File: src/hdl/spr_pkg.sv
// Shared types and constants of the sample pack record scanner.
package spr_pkg;

  // Container tags as they sit in the upper word of the byte history
  localparam logic [31:0] TAG_FORM = 32'h4D52_4F46;
  localparam logic [31:0] TAG_SOND = 32'h444E_4F53;
  localparam logic [31:0] TAG_DIGI = 32'h4947_4944;

  // Record markers that mark a usable record
  localparam logic [15:0] MARK_A = 16'hEAEA;
  localparam logic [15:0] MARK_B = 16'hDEAF;

  // Byte positions that close each checked header tag
  localparam logic [31:0] POS_FORM_OUTER = 32'd3;
  localparam logic [31:0] POS_SOND_OUTER = 32'd11;
  localparam logic [31:0] POS_FORM_INNER = 32'd15;
  localparam logic [31:0] POS_DIGI       = 32'd23;
  localparam logic [31:0] POS_SOND_INNER = 32'd27;
  localparam logic [31:0] POS_HDR_END    = 32'd31;

  localparam logic [31:0] HDR_BYTES      = 32'd32;
  localparam logic [31:0] REC_HDR_BYTES  = 32'd8;
  localparam logic [31:0] MIN_FIRST_REC  = 32'd40;

  localparam int          COUNT_W   = 30;
  localparam logic [COUNT_W-1:0] COUNT_MAX = '1;

  // Result queue depth: room for the two results one byte can raise
  localparam int RQ_DEPTH = 4;
  localparam int RQ_AW    = $clog2(RQ_DEPTH);

  typedef enum logic [3:0] {
    PH_HEADER = 4'b0001,
    PH_RECHDR = 4'b0010,
    PH_SKIP   = 4'b0100,
    PH_DONE   = 4'b1000
  } spr_phase_t;

  typedef enum logic {
    KIND_RECORD = 1'b0,
    KIND_STATUS = 1'b1
  } spr_kind_t;

  typedef enum logic [1:0] {
    ST_FOUND   = 2'd0,
    ST_BAD_HDR = 2'd1,
    ST_NONE    = 2'd2
  } spr_status_t;

  typedef struct packed {
    logic               kind;
    logic [15:0]        sample_index;
    logic [31:0]        data_offset;
    logic [31:0]        data_size;
    logic [1:0]         scan_status;
    logic               stopped_early;
    logic [COUNT_W-1:0] record_count;
    logic               last;
  } spr_result_t;

endpackage

File: src/hdl/spr_if.sv
// Channel interfaces of the sample pack record scanner.
interface spr_in_if;
  logic       valid;
  logic       ready;
  logic [7:0] data_byte;
  logic       last_byte;

  modport source (output valid, data_byte, last_byte, input ready);
  modport sink   (input valid, data_byte, last_byte, output ready);
endinterface

interface spr_out_if;
  logic        valid;
  logic        ready;
  logic        kind;
  logic [15:0] sample_index;
  logic [31:0] data_offset;
  logic [31:0] data_size;
  logic [1:0]  scan_status;
  logic        stopped_early;
  logic [29:0] record_count;
  logic        last;

  modport source (output valid, kind, sample_index, data_offset, data_size, scan_status,
                  stopped_early, record_count, last, input ready);
  modport sink   (input valid, kind, sample_index, data_offset, data_size, scan_status,
                  stopped_early, record_count, last, output ready);
endinterface

interface spr_cfg_if;
  logic        valid;
  logic        ready;
  logic [31:0] file_length;

  modport source (output valid, file_length, input ready);
  modport sink   (input valid, file_length, output ready);
endinterface

File: src/hdl/sample_pack_record_scanner_core.sv
// Top level of the sample pack record scanner.
//
// Usage:
//   cfg_ch  : one beat writes file_length; always ready. Write it while idle.
//   in_ch   : one file byte per beat, last_byte set on the final byte.
//   out_ch  : record beats (kind 0) and one status beat (kind 1) after the
//             final byte; last marks the final beat raised by a byte.
// Each accepted byte is parsed in the cycle it is accepted: the parse state
// registers and the byte feed a short decode that writes zero, one or two
// result beats into a four-entry result queue. Each result beat reaches
// out_ch from the queue registers, behind any beats still queued.
// Throughput: one byte per cycle while the queue holds at most two beats;
// a byte that raises two beats drains as two output beats.
// When the receiver stalls the queue fills and in_ch.ready drops once fewer
// than two entries are free; nothing is lost.
// Reset (rst_n low, synchronous) empties the queue, clears the parse state
// and sets file_length to zero. After the final byte the parse state returns
// to its reset value, so the next byte starts a new file.
module sample_pack_record_scanner_core (
  input  logic      clk,
  input  logic      rst_n,
  spr_cfg_if.sink   cfg_ch,
  spr_in_if.sink    in_ch,
  spr_out_if.source out_ch
);
  import spr_pkg::*;

  // Configuration and parse state
  logic [31:0]        file_len_r;
  logic [31:0]        pos_r,      pos_nxt;
  spr_phase_t         phase_r,    phase_nxt;
  logic [31:0]        pend_r,     pend_nxt;
  logic [63:0]        shift_r,    shift_nxt;
  logic [31:0]        skip_r,     skip_nxt;
  logic [COUNT_W-1:0] count_r,    count_nxt;
  logic               hdr_bad_r,  hdr_bad_nxt;
  logic               stopped_r,  stopped_nxt;

  // Result queue
  spr_result_t        rq_mem [RQ_DEPTH];
  logic [RQ_AW-1:0]   rq_wr_r, rq_rd_r;
  logic [RQ_AW:0]     rq_cnt_r;

  logic               in_fire, out_fire;
  logic [1:0]         n_res;
  spr_result_t        res_a, res_b;

  logic [31:0]        top;
  logic [31:0]        psize;
  logic [32:0]        pend_ext;
  logic [32:0]        pos1_ext;
  logic               start_ok;
  logic [33:0]        rec_end;
  logic [15:0]        mark;
  logic               rec;
  spr_result_t        rec_res, stat_res;
  spr_status_t        stat;

  assign cfg_ch.ready = 1'b1;
  assign in_ch.ready  = (rq_cnt_r <= (RQ_AW+1)'(RQ_DEPTH - 2));
  assign in_fire      = in_ch.valid && in_ch.ready;
  assign out_fire     = out_ch.valid && out_ch.ready;

  // Hold the file length register
  always_ff @(posedge clk) begin
    if (!rst_n) begin
      file_len_r <= '0;
    end else if (cfg_ch.valid) begin
      file_len_r <= cfg_ch.file_length;
    end
  end

  // Parse one byte against the current state
  always_comb begin
    shift_nxt   = {in_ch.data_byte, shift_r[63:8]};
    top         = shift_nxt[63:32];
    psize       = {top[7:0], top[15:8], top[23:16], top[31:24]};
    pend_ext    = {1'b0, psize} + {1'b0, HDR_BYTES};
    pos1_ext    = {1'b0, pos_r} + 33'd1;
    start_ok    = (pos1_ext + {1'b0, REC_HDR_BYTES}) <= {1'b0, pend_r};
    rec_end     = {1'b0, pos1_ext} + {2'b00, top};
    mark        = shift_nxt[31:16];
    phase_nxt   = phase_r;
    pend_nxt    = pend_r;
    skip_nxt    = skip_r;
    count_nxt   = count_r;
    hdr_bad_nxt = hdr_bad_r;
    stopped_nxt = stopped_r;
    pos_nxt     = pos_r + 32'd1;
    rec         = 1'b0;

    unique case (phase_r)
      PH_HEADER: begin
        if ((pos_r == POS_FORM_OUTER || pos_r == POS_FORM_INNER) && top != TAG_FORM) begin
          hdr_bad_nxt = 1'b1;
        end
        if ((pos_r == POS_SOND_OUTER || pos_r == POS_SOND_INNER) && top != TAG_SOND) begin
          hdr_bad_nxt = 1'b1;
        end
        if (pos_r == POS_DIGI && top != TAG_DIGI) begin
          hdr_bad_nxt = 1'b1;
        end
        if (pos_r >= POS_HDR_END) begin
          if (file_len_r < HDR_BYTES) begin
            hdr_bad_nxt = 1'b1;
          end
          if (hdr_bad_nxt) begin
            phase_nxt = PH_DONE;
          end else begin
            pend_nxt = (pend_ext < {1'b0, file_len_r}) ? pend_ext[31:0] : file_len_r;
            // first record header fits when both bounds reach past it
            if (psize >= REC_HDR_BYTES && file_len_r >= MIN_FIRST_REC) begin
              phase_nxt = PH_RECHDR;
              skip_nxt  = REC_HDR_BYTES;
            end else begin
              phase_nxt = PH_DONE;
            end
          end
        end
      end
      PH_RECHDR: begin
        if (skip_r > 32'd1) begin
          skip_nxt = skip_r - 32'd1;
        end else if ((mark != MARK_A && mark != MARK_B) ||
                     rec_end > {2'b00, pend_r}) begin
          stopped_nxt = 1'b1;
          phase_nxt   = PH_DONE;
        end else begin
          rec = 1'b1;
          if (count_r != COUNT_MAX) begin
            count_nxt = count_r + 1'b1;
          end
          if (top == 32'd0) begin
            if (start_ok) begin
              phase_nxt = PH_RECHDR;
              skip_nxt  = REC_HDR_BYTES;
            end else begin
              phase_nxt = PH_DONE;
            end
          end else begin
            phase_nxt = PH_SKIP;
            skip_nxt  = top;
          end
        end
      end
      PH_SKIP: begin
        if (skip_r > 32'd1) begin
          skip_nxt = skip_r - 32'd1;
        end else if (start_ok) begin
          phase_nxt = PH_RECHDR;
          skip_nxt  = REC_HDR_BYTES;
        end else begin
          phase_nxt = PH_DONE;
        end
      end
      PH_DONE: begin
        phase_nxt = PH_DONE;
      end
      default: begin
        phase_nxt = PH_DONE;
      end
    endcase

    // Build the record beat and the status beat
    if (hdr_bad_nxt || phase_nxt == PH_HEADER) begin
      stat = ST_BAD_HDR;
    end else if (count_nxt == '0) begin
      stat = ST_NONE;
    end else begin
      stat = ST_FOUND;
    end

    rec_res.kind          = KIND_RECORD;
    rec_res.sample_index  = shift_nxt[15:0];
    rec_res.data_offset   = pos1_ext[31:0];
    rec_res.data_size     = top;
    rec_res.scan_status   = ST_FOUND;
    rec_res.stopped_early = 1'b0;
    rec_res.record_count  = count_nxt;
    rec_res.last          = !in_ch.last_byte;

    stat_res.kind          = KIND_STATUS;
    stat_res.sample_index  = '0;
    stat_res.data_offset   = '0;
    stat_res.data_size     = '0;
    stat_res.scan_status   = stat;
    stat_res.stopped_early = stopped_nxt;
    stat_res.record_count  = count_nxt;
    stat_res.last          = 1'b1;

    res_a = rec ? rec_res : stat_res;
    res_b = stat_res;
    n_res = {1'b0, rec} + {1'b0, in_ch.last_byte};

    // Drop all parse state after the final byte
    if (in_ch.last_byte) begin
      pos_nxt     = '0;
      phase_nxt   = PH_HEADER;
      pend_nxt    = '0;
      shift_nxt   = '0;
      skip_nxt    = '0;
      count_nxt   = '0;
      hdr_bad_nxt = 1'b0;
      stopped_nxt = 1'b0;
    end
  end

  // Advance the parse state on each accepted byte
  always_ff @(posedge clk) begin
    if (!rst_n) begin
      pos_r     <= '0;
      phase_r   <= PH_HEADER;
      pend_r    <= '0;
      shift_r   <= '0;
      skip_r    <= '0;
      count_r   <= '0;
      hdr_bad_r <= 1'b0;
      stopped_r <= 1'b0;
    end else if (in_fire) begin
      pos_r     <= pos_nxt;
      phase_r   <= phase_nxt;
      pend_r    <= pend_nxt;
      shift_r   <= shift_nxt;
      skip_r    <= skip_nxt;
      count_r   <= count_nxt;
      hdr_bad_r <= hdr_bad_nxt;
      stopped_r <= stopped_nxt;
    end
  end

  // Write result beats into the queue
  always_ff @(posedge clk) begin
    if (in_fire && n_res != 2'd0) begin
      rq_mem[rq_wr_r] <= res_a;
    end
    if (in_fire && n_res == 2'd2) begin
      rq_mem[rq_wr_r + 1'b1] <= res_b;
    end
  end

  // Track queue pointers and fill
  always_ff @(posedge clk) begin
    if (!rst_n) begin
      rq_wr_r  <= '0;
      rq_rd_r  <= '0;
      rq_cnt_r <= '0;
    end else begin
      if (in_fire) begin
        rq_wr_r <= rq_wr_r + RQ_AW'(n_res);
      end
      if (out_fire) begin
        rq_rd_r <= rq_rd_r + 1'b1;
      end
      rq_cnt_r <= rq_cnt_r + (in_fire ? (RQ_AW+1)'(n_res) : '0)
                           - (RQ_AW+1)'(out_fire);
    end
  end

  // Present the head of the queue
  assign out_ch.valid         = (rq_cnt_r != '0);
  assign out_ch.kind          = rq_mem[rq_rd_r].kind;
  assign out_ch.sample_index  = rq_mem[rq_rd_r].sample_index;
  assign out_ch.data_offset   = rq_mem[rq_rd_r].data_offset;
  assign out_ch.data_size     = rq_mem[rq_rd_r].data_size;
  assign out_ch.scan_status   = rq_mem[rq_rd_r].scan_status;
  assign out_ch.stopped_early = rq_mem[rq_rd_r].stopped_early;
  assign out_ch.record_count  = rq_mem[rq_rd_r].record_count;
  assign out_ch.last          = rq_mem[rq_rd_r].last;

endmodule

File: src/flat_wrapper.sv
// flat-port wrapper written by rule: the top's interface ports become plain ports
module sample_pack_record_scanner_core_flat import spr_pkg::*;
  (clk, rst_n, cfg_ch_valid, cfg_ch_file_length, cfg_ch_ready, in_ch_valid, in_ch_data_byte, in_ch_last_byte, in_ch_ready, out_ch_valid, out_ch_kind, out_ch_sample_index, out_ch_data_offset, out_ch_data_size, out_ch_scan_status, out_ch_stopped_early, out_ch_record_count, out_ch_last, out_ch_ready);
  spr_cfg_if cfg_ch_i ();
  spr_in_if in_ch_i ();
  spr_out_if out_ch_i ();
  input  logic clk;
  input  logic rst_n;
  input wire logic [$bits(cfg_ch_i.valid)-1:0] cfg_ch_valid;
  input wire logic [$bits(cfg_ch_i.file_length)-1:0] cfg_ch_file_length;
  output wire logic [$bits(cfg_ch_i.ready)-1:0] cfg_ch_ready;
  input wire logic [$bits(in_ch_i.valid)-1:0] in_ch_valid;
  input wire logic [$bits(in_ch_i.data_byte)-1:0] in_ch_data_byte;
  input wire logic [$bits(in_ch_i.last_byte)-1:0] in_ch_last_byte;
  output wire logic [$bits(in_ch_i.ready)-1:0] in_ch_ready;
  output wire logic [$bits(out_ch_i.valid)-1:0] out_ch_valid;
  output wire logic [$bits(out_ch_i.kind)-1:0] out_ch_kind;
  output wire logic [$bits(out_ch_i.sample_index)-1:0] out_ch_sample_index;
  output wire logic [$bits(out_ch_i.data_offset)-1:0] out_ch_data_offset;
  output wire logic [$bits(out_ch_i.data_size)-1:0] out_ch_data_size;
  output wire logic [$bits(out_ch_i.scan_status)-1:0] out_ch_scan_status;
  output wire logic [$bits(out_ch_i.stopped_early)-1:0] out_ch_stopped_early;
  output wire logic [$bits(out_ch_i.record_count)-1:0] out_ch_record_count;
  output wire logic [$bits(out_ch_i.last)-1:0] out_ch_last;
  input wire logic [$bits(out_ch_i.ready)-1:0] out_ch_ready;
  assign cfg_ch_i.valid = cfg_ch_valid;
  assign cfg_ch_i.file_length = cfg_ch_file_length;
  assign cfg_ch_ready = cfg_ch_i.ready;
  assign in_ch_i.valid = in_ch_valid;
  assign in_ch_i.data_byte = in_ch_data_byte;
  assign in_ch_i.last_byte = in_ch_last_byte;
  assign in_ch_ready = in_ch_i.ready;
  assign out_ch_valid = out_ch_i.valid;
  assign out_ch_kind = out_ch_i.kind;
  assign out_ch_sample_index = out_ch_i.sample_index;
  assign out_ch_data_offset = out_ch_i.data_offset;
  assign out_ch_data_size = out_ch_i.data_size;
  assign out_ch_scan_status = out_ch_i.scan_status;
  assign out_ch_stopped_early = out_ch_i.stopped_early;
  assign out_ch_record_count = out_ch_i.record_count;
  assign out_ch_last = out_ch_i.last;
  assign out_ch_i.ready = out_ch_ready;
  sample_pack_record_scanner_core u_core (.clk(clk), .rst_n(rst_n), .cfg_ch(cfg_ch_i), .in_ch(in_ch_i), .out_ch(out_ch_i));
endmodule
File: config.mk
export PLATFORM = sky130hd
export DESIGN_NAME = sample_pack_record_scanner_core_flat
export DESIGN_NICKNAME = d
export VERILOG_FILES = /design/src/hdl/spr_pkg.sv /design/src/hdl/spr_if.sv /design/src/hdl/sample_pack_record_scanner_core.sv /design/src/flat_wrapper.sv
export SDC_FILE = /design/constraint.sdc
export NUM_CORES = 2
export LEC_CHECK = 0
export ABC_AREA = 1
export BUFFER_PORTS_ARGS = -buffer_cell sky130_fd_sc_hd__buf_4
export CAP_MARGIN = 10
export CELL_PAD_IN_SITES_DETAIL_PLACEMENT = 2
export CELL_PAD_IN_SITES_GLOBAL_PLACEMENT = 2
export CORE_UTILIZATION = 40
export CTS_BUF_LIST = sky130_fd_sc_hd__clkbuf_4 sky130_fd_sc_hd__clkbuf_8
export DETAILED_ROUTE_END_ITERATION = 10
export HOLD_SLACK_MARGIN = 0.03
export PLACE_DENSITY_LB_ADDON = 0.1
export SYNTH_ARGS = -nofsm -noshare
export SYNTH_HDL_FRONTEND = slang
export SYNTH_SLANG_ARGS = --single-unit
File: constraint.sdc
create_clock -name clk -period 20.5 [get_ports clk]
set_clock_uncertainty 0.15 [all_clocks]
set_input_delay 1.025 -clock clk [delete_from_list [all_inputs] [get_ports clk]]
set_output_delay 1.025 -clock clk [all_outputs]
set_load 0.01 [all_outputs]
# After elaboration in Yosys (flattened, before gate mapping)

Memory sizes are Yosys's and may differ from the RTL's. A register that Yosys moved wholly into a read port is not among the register bits.
Index checks and enable logic that the tools add are counted.

Add/subtract/negate cells: 13
Order comparisons: 9
Equal/unequal tests: 21
Muxes and demuxes: 58
Reductions and logical operators: 23

Operator list:

| kind                                                                                  | number |
|---|---|
| 32-bit two-way mux                                                                    | 15 |
| 30-bit two-way mux                                                                    | 5 |
| 115-bit two-way mux                                                                   | 1 |
| 32-bit by 31-bit != test with 1-bit output (second input constant)                    | 3 |
| 32-bit case mux with 3 select lines                                                   | 1 |
| 32-bit by 4-bit equality test with 1-bit output (second input constant)               | 2 |
| 32-bit by 5-bit equality test with 1-bit output (second input constant)               | 2 |
| 64-bit two-way mux                                                                    | 1 |
| 4-bit two-way mux                                                                     | 9 |
| 33-bit by 32-bit adder with 34-bit output                                             | 1 |
| 34-bit by 32-bit > comparator with 1-bit output                                       | 1 |
| 32-bit by 1-bit adder with 33-bit output (second input constant)                      | 1 |
| 32-bit by 6-bit adder with 33-bit output (second input constant)                      | 1 |
| 33-bit by 4-bit adder with 33-bit output (second input constant)                      | 1 |
| 33-bit by 32-bit less-or-equal comparator with 1-bit output                           | 1 |
| 33-bit by 32-bit less-than comparator with 1-bit output                               | 1 |
| 32-bit by 1-bit adder with 32-bit output (second input constant)                      | 1 |
| 32-bit by 2-bit equality test with 1-bit output (second input constant)               | 1 |
| 32-bit by 4-bit greater-or-equal comparator with 1-bit output (second input constant) | 1 |
| 32-bit by 5-bit greater-or-equal comparator with 1-bit output (second input constant) | 1 |
| 32-bit by 6-bit greater-or-equal comparator with 1-bit output (second input constant) | 1 |
| 32-bit by 1-bit > comparator with 1-bit output (second input constant)                | 1 |
| 32-bit logical NOT                                                                    | 1 |
| 32-bit by 6-bit less-than comparator with 1-bit output (second input constant)        | 1 |
| other kinds (30)                                                                      | 70 |

Register bits after elaboration: 235
Bits in writable memories: 460
Bits of input ports: 46
Logic and storage cells: 137
Memories kept: 1

Memories:

| name          | depth | bits a word | rd ports | clocked after Yosys merged registers in | wr ports | line                                  | source |
|---|---|---|---|---|---|---|---|
| u_core.rq_mem | 4     | 115         | 1        | 1                                       | 2        | sample_pack_record_scanner_core.sv:40 | `spr_result_t rq_mem [RQ_DEPTH];` |

# Depth between registers and ports, before layout

Word-level depth: 16
Mapped depth: 44
Gate-level depth less buffers: 43

# Least setup slack after synthesis

Ideal clock, no wire load.

Path type: flip-flop to flip-flop
From: register u_core.pos_r[0]
To: memory u_core.rq_mem[0][32] (netlist bit), data pin
Setup time: 0.146 ns
Arrival: 6.553 ns
Data required time: 20.204 ns
Slack: 13.652 ns
Stages on the path, launching flop included: 42
Path buffers: 1
Clock period less this slack: 6.848 ns
Cell sequence: dfxtp_1 > ha_1 > nand2_2 > nor2_8 > nand2_2 > xor2_1 > inv_1 > ha_1 > nand2_1 > nor2_1 > nand2_1 > nor2_1 > nand2_1 > nand3_1 > inv_1 > o21ai_0 > nand2_1 > o211ai_1 > [... 6 more ...] > inv_1 > ha_1 > nand2_1 > inv_1 > nand3_1 > nor3_1 > nand3_1 > nand2_1 > nand3_2 > inv_2 > buf_2 > ha_1 > nand2_1 > nor3_1 > nor2_1 > inv_1 > o21ai_0 > nor2_1

RTL lines:

| item                   | line                                   | source |
|---|---|---|
| from (decl)            | sample_pack_record_scanner_core.sv:30  | `logic [31:0] pos_r, pos_nxt;` |
| from (signal assigned) | sample_pack_record_scanner_core.sv:220 | `pos_r <= pos_nxt;` |
| to (decl)              | sample_pack_record_scanner_core.sv:40  |  |

==> run summary <==
====================================================================================================
Maximum fanout count along the critical path                                                      34
Full die area                                                                            90,600 um^2
Place WS                                                                                    11.65 ns
Async SR Flop Fraction                                                                            0%
Horizontal die dimension                                                                      301 um
Fillers                                                                                       10,379
Clock-pin slew reported for the worst setup and hold paths after clock tree synthesis        0.06 ns
Maximum vdd ir drop                                                                        0.0691 mV
Dominant register cell in the synthesized netlist                                            dfxtp_1
Synth Warn #                                                                                       0
Routed vias/inst                                                                                5.75
Time the worst path needs with I/O delays and setup                                          9.30 ns
Utilization of the core after routing                                                          45.8%
Half-perimeter wire length after placement                                                    100 mm
Mean area per synthesized cell                                                             7.22 um^2
Largest net degree at the start of global routing                                                223
Post-synthesis instance area                                                             35,800 um^2
Class of the tightest hold or removal check                                                  reg2reg
TritonCTS clock tree                                                                             yes
Area of the core                                                                         88,500 um^2
Initial antenna violation count                                                                    1
Biggest area contributors in the synthesized netlist                                    dfxtp_1 31%, nand2_1 13%, edfxtp_1 11%
Vias in the first global route                                                                38,479
Max-cap check violation count                                                                      0
Post-synthesis mux area share                                                                     0%
Net total in the final layout                                                                  5,208
Antenna Nets Post-Route                                                                            0
Tightest hold margin                                                                        0.303 ns
Latest clock arrival within the worst-skew pair                                              0.83 ns
Summed negative setup slack over all endpoints                                                  0 ns
# hold bufs at CTS                                                                                 0
Fraction of layout cells with a size suffix above 1                                            10.2%
Number of nets produced by synthesis                                                           5,142
Inserted Clock Buffers                                                                           119
Setup violators final                                                                              0
Upper clock frequency limit                                                                  108 MHz
Classification of the worst setup path                                                       reg2reg
Count of buffers inserted at the top-level ports                                                 162
Number of search-and-repair iterations in the first detailed-routing pass                          8
Area share of the largest cell type after synthesis                                            31.2%
Total Routing Usage GR                                                                         33.3%
Top library cells by usage in the layout, fill and taps aside                           1,199 x nand2_1, 673 x o21ai_0, 603 x nor2_1
Final Cycle Share                                                                              45.4%
Final number of hold-violating endpoints                                                           0
Pleak                                                                                        16.0 nW
Share of the synthesized area in compound gates (AO/OA/AOI/OAI)                                17.6%
Transition time at the pin with the least slew margin                                        1.25 ns
Vias                                                                                          36,091
WP data arrival                                                                              9.78 ns
Global-route wire length before repair                                                        234 mm
P per Cell Area                                                                         88.9 nW/um^2
Number of max-slew violations in the final report                                                  0
Average wire length per cell after detail routing                                            24.4 um
Largest family of logic cells by synthesized area                                       simple AND/OR/NAND/NOR gates
Commonest non-fill, non-tap cell in the layout                                               nand2_1
Number of violations reported at the end of detailed-routing iteration 0                       2,301
Count of state elements after synthesis                                                          689
Post-synth top area cell                                                                     dfxtp_1
Sort of element at the start of the critical path                                           register
Initial Util                                                                                   40.4%
Post-Synth Simple-Gate Area                                                                    25.2%
# IOs                                                                                            164
Distinct cell type count of the synthesized netlist                                               59
Maximum root-to-sink buffer count                                                                  3
Post-Synth Adder-Cell Area                                                                     5.19%
Sequential element share of the synthesized area                                               42.3%
Sinks on the clock net                                                                           689
Normalized max-slew margin                                                                     16.7%
Worst endpoint required time                                                                20.98 ns
Setup crit end kind                                                                         register
Outcome                                                                                 complete, but fails checks
Post-Synth XOR/XNOR Area                                                                       2.67%
RSZ-0062 raised after global routing                                                              no
Remaining Overflow, GRT                                                                            0
Synthesized instance count                                                                     4,949
Final routed wirelength across all metal layers                                               153 mm
Slowest cell on the critical path                                                              inv_1
Detailed-route DRC error count                                                                    16
EDFF count, synth                                                                                132
Row count                                                                                        109
Cell chosen for the clock root                                                              clkbuf_8
Vertical extent of the die                                                                    301 um
CP dominant cell by count                                                                    nand2_1
Post-CTS setup buffer count                                                                        0
# resized after CTS                                                                                0
Final GP Congestion                                                                            0.927
Worst path setup slack after routing                                                        11.20 ns
Area grow syn2layout                                                                           13.3%
Violated checks                                                                                  DRC
Number of H-tree levels                                                                            3
Largest stage delay, worst path                                                              0.92 ns
====================================================================================================
## state kept, by name, summed over array words and instances, names as in the netlist, named ones only
register           count
u_core.shift_r        56
u_core.pos_r          32
u_core.rq_cnt_r        3
u_core.phase_r         4
u_core.rq_rd_r         2
u_core.skip_r         32
u_core.rq_wr_r         2
u_core.stopped_r       1
u_core.file_len_r     32
u_core.pend_r         32
u_core.hdr_bad_r       1
u_core.rq_mem        460
u_core.count_r        30
## cells by family (layout without fill, tap and decap cells)
kind of cell / Yosys count / count (layout)
compound gates: 1186 / 1186
fa+ha+maj: 147 / 147
buf+inv: 647 / 811
simple gates: 2175 / 2175
flops: 689 / 689
other cells: 1 / 3
xor+xnor: 104 / 104
## critical path: cells and delay by family (launching register included)
family / cells / cell delay [ns]
DFF: 1 / 0.46
buffers and inverters: 8 / 2.28
adders and majority gates: 4 / 1.20
and+or+nand+nor: 20 / 3.33
AOI/OAI and AO/OA: 7 / 1.26
xor gates and xnor gates: 2 / 0.41
## Yosys cell counts, drive strengths merged (8+ instances only)
cell type,number
a211oi,8
a21oi,306
a31oi,9
buf,40
clkbuf,229
dfxtp,557
edfxtp,132
ha,145
inv,376
nand2,1214
nand3,135
nand4,75
nor2,635
nor3,73
nor4,29
o211ai,49
o21ai,676
o22ai,115
xnor2,21
xor2,83
## power by group
group,leakage (nW),internal [mW],total [mW],switching (mW)
Clock,1.42,0.775,1.41,0.634
Sequential,5.80,1.41,1.44,0.0284
Combinational,8.82,0.232,0.754,0.522
Total,16.0,2.42,3.60,1.18
## metrics by stage
step / std cells / cell area, um^2 / power [mW]
finish: 6280 / 40500 / 3.60
global route: 6280 / 40500 / 3.74
CTS: 6277 / 40500 / 3.62
detailed placement: 6058 / 37800 / 2.21
global placement: 6058 / 37800 / 2.18
floorplan: 4949 / 35800 / 1.86
## worst paths after layout
| check | startpoint | to | slack, ns | depth (start not counted) |
|---|---|---|---|---|
| max | u_core.pos_r[0] | u_core.rq_mem[2][32] | 11.20 | 41 |
| min | u_core.rq_mem[2][91] | u_core.rq_mem[2][91] | 0.30 | 2 |
| max reg2reg | u_core.pos_r[0] | u_core.rq_mem[2][32] | 11.20 | 41 |
| min reg2reg | u_core.rq_mem[2][91] | u_core.rq_mem[2][91] | 0.30 | 2 |
## metal layers
metal / vias to the layer above / GRT usage [%] / routed length (um)
met4: 0 / 10.3 / 4040
met2: 904 / 56.8 / 73600
met1: 18343 / 43.7 / 68400
met5: - / 0 / 0
li1: 16621 / - / -
met3: 223 / 4.05 / 6990
## layout make-up
class                      instances  area [um^2]  area share, %
antenna                            2         5.00         0.0124
clock buffer                     202         2480           6.12
clock inverter                    17          166          0.411
inverter                         378         1430           3.53
multi-input combinational       3613        18200           44.9
sequential                       689        15100           37.3
tap                             1165         1460           3.60
timing repair buffer             214         1630           4.03
Note: power is estimated with default switching activity, not from simulation.
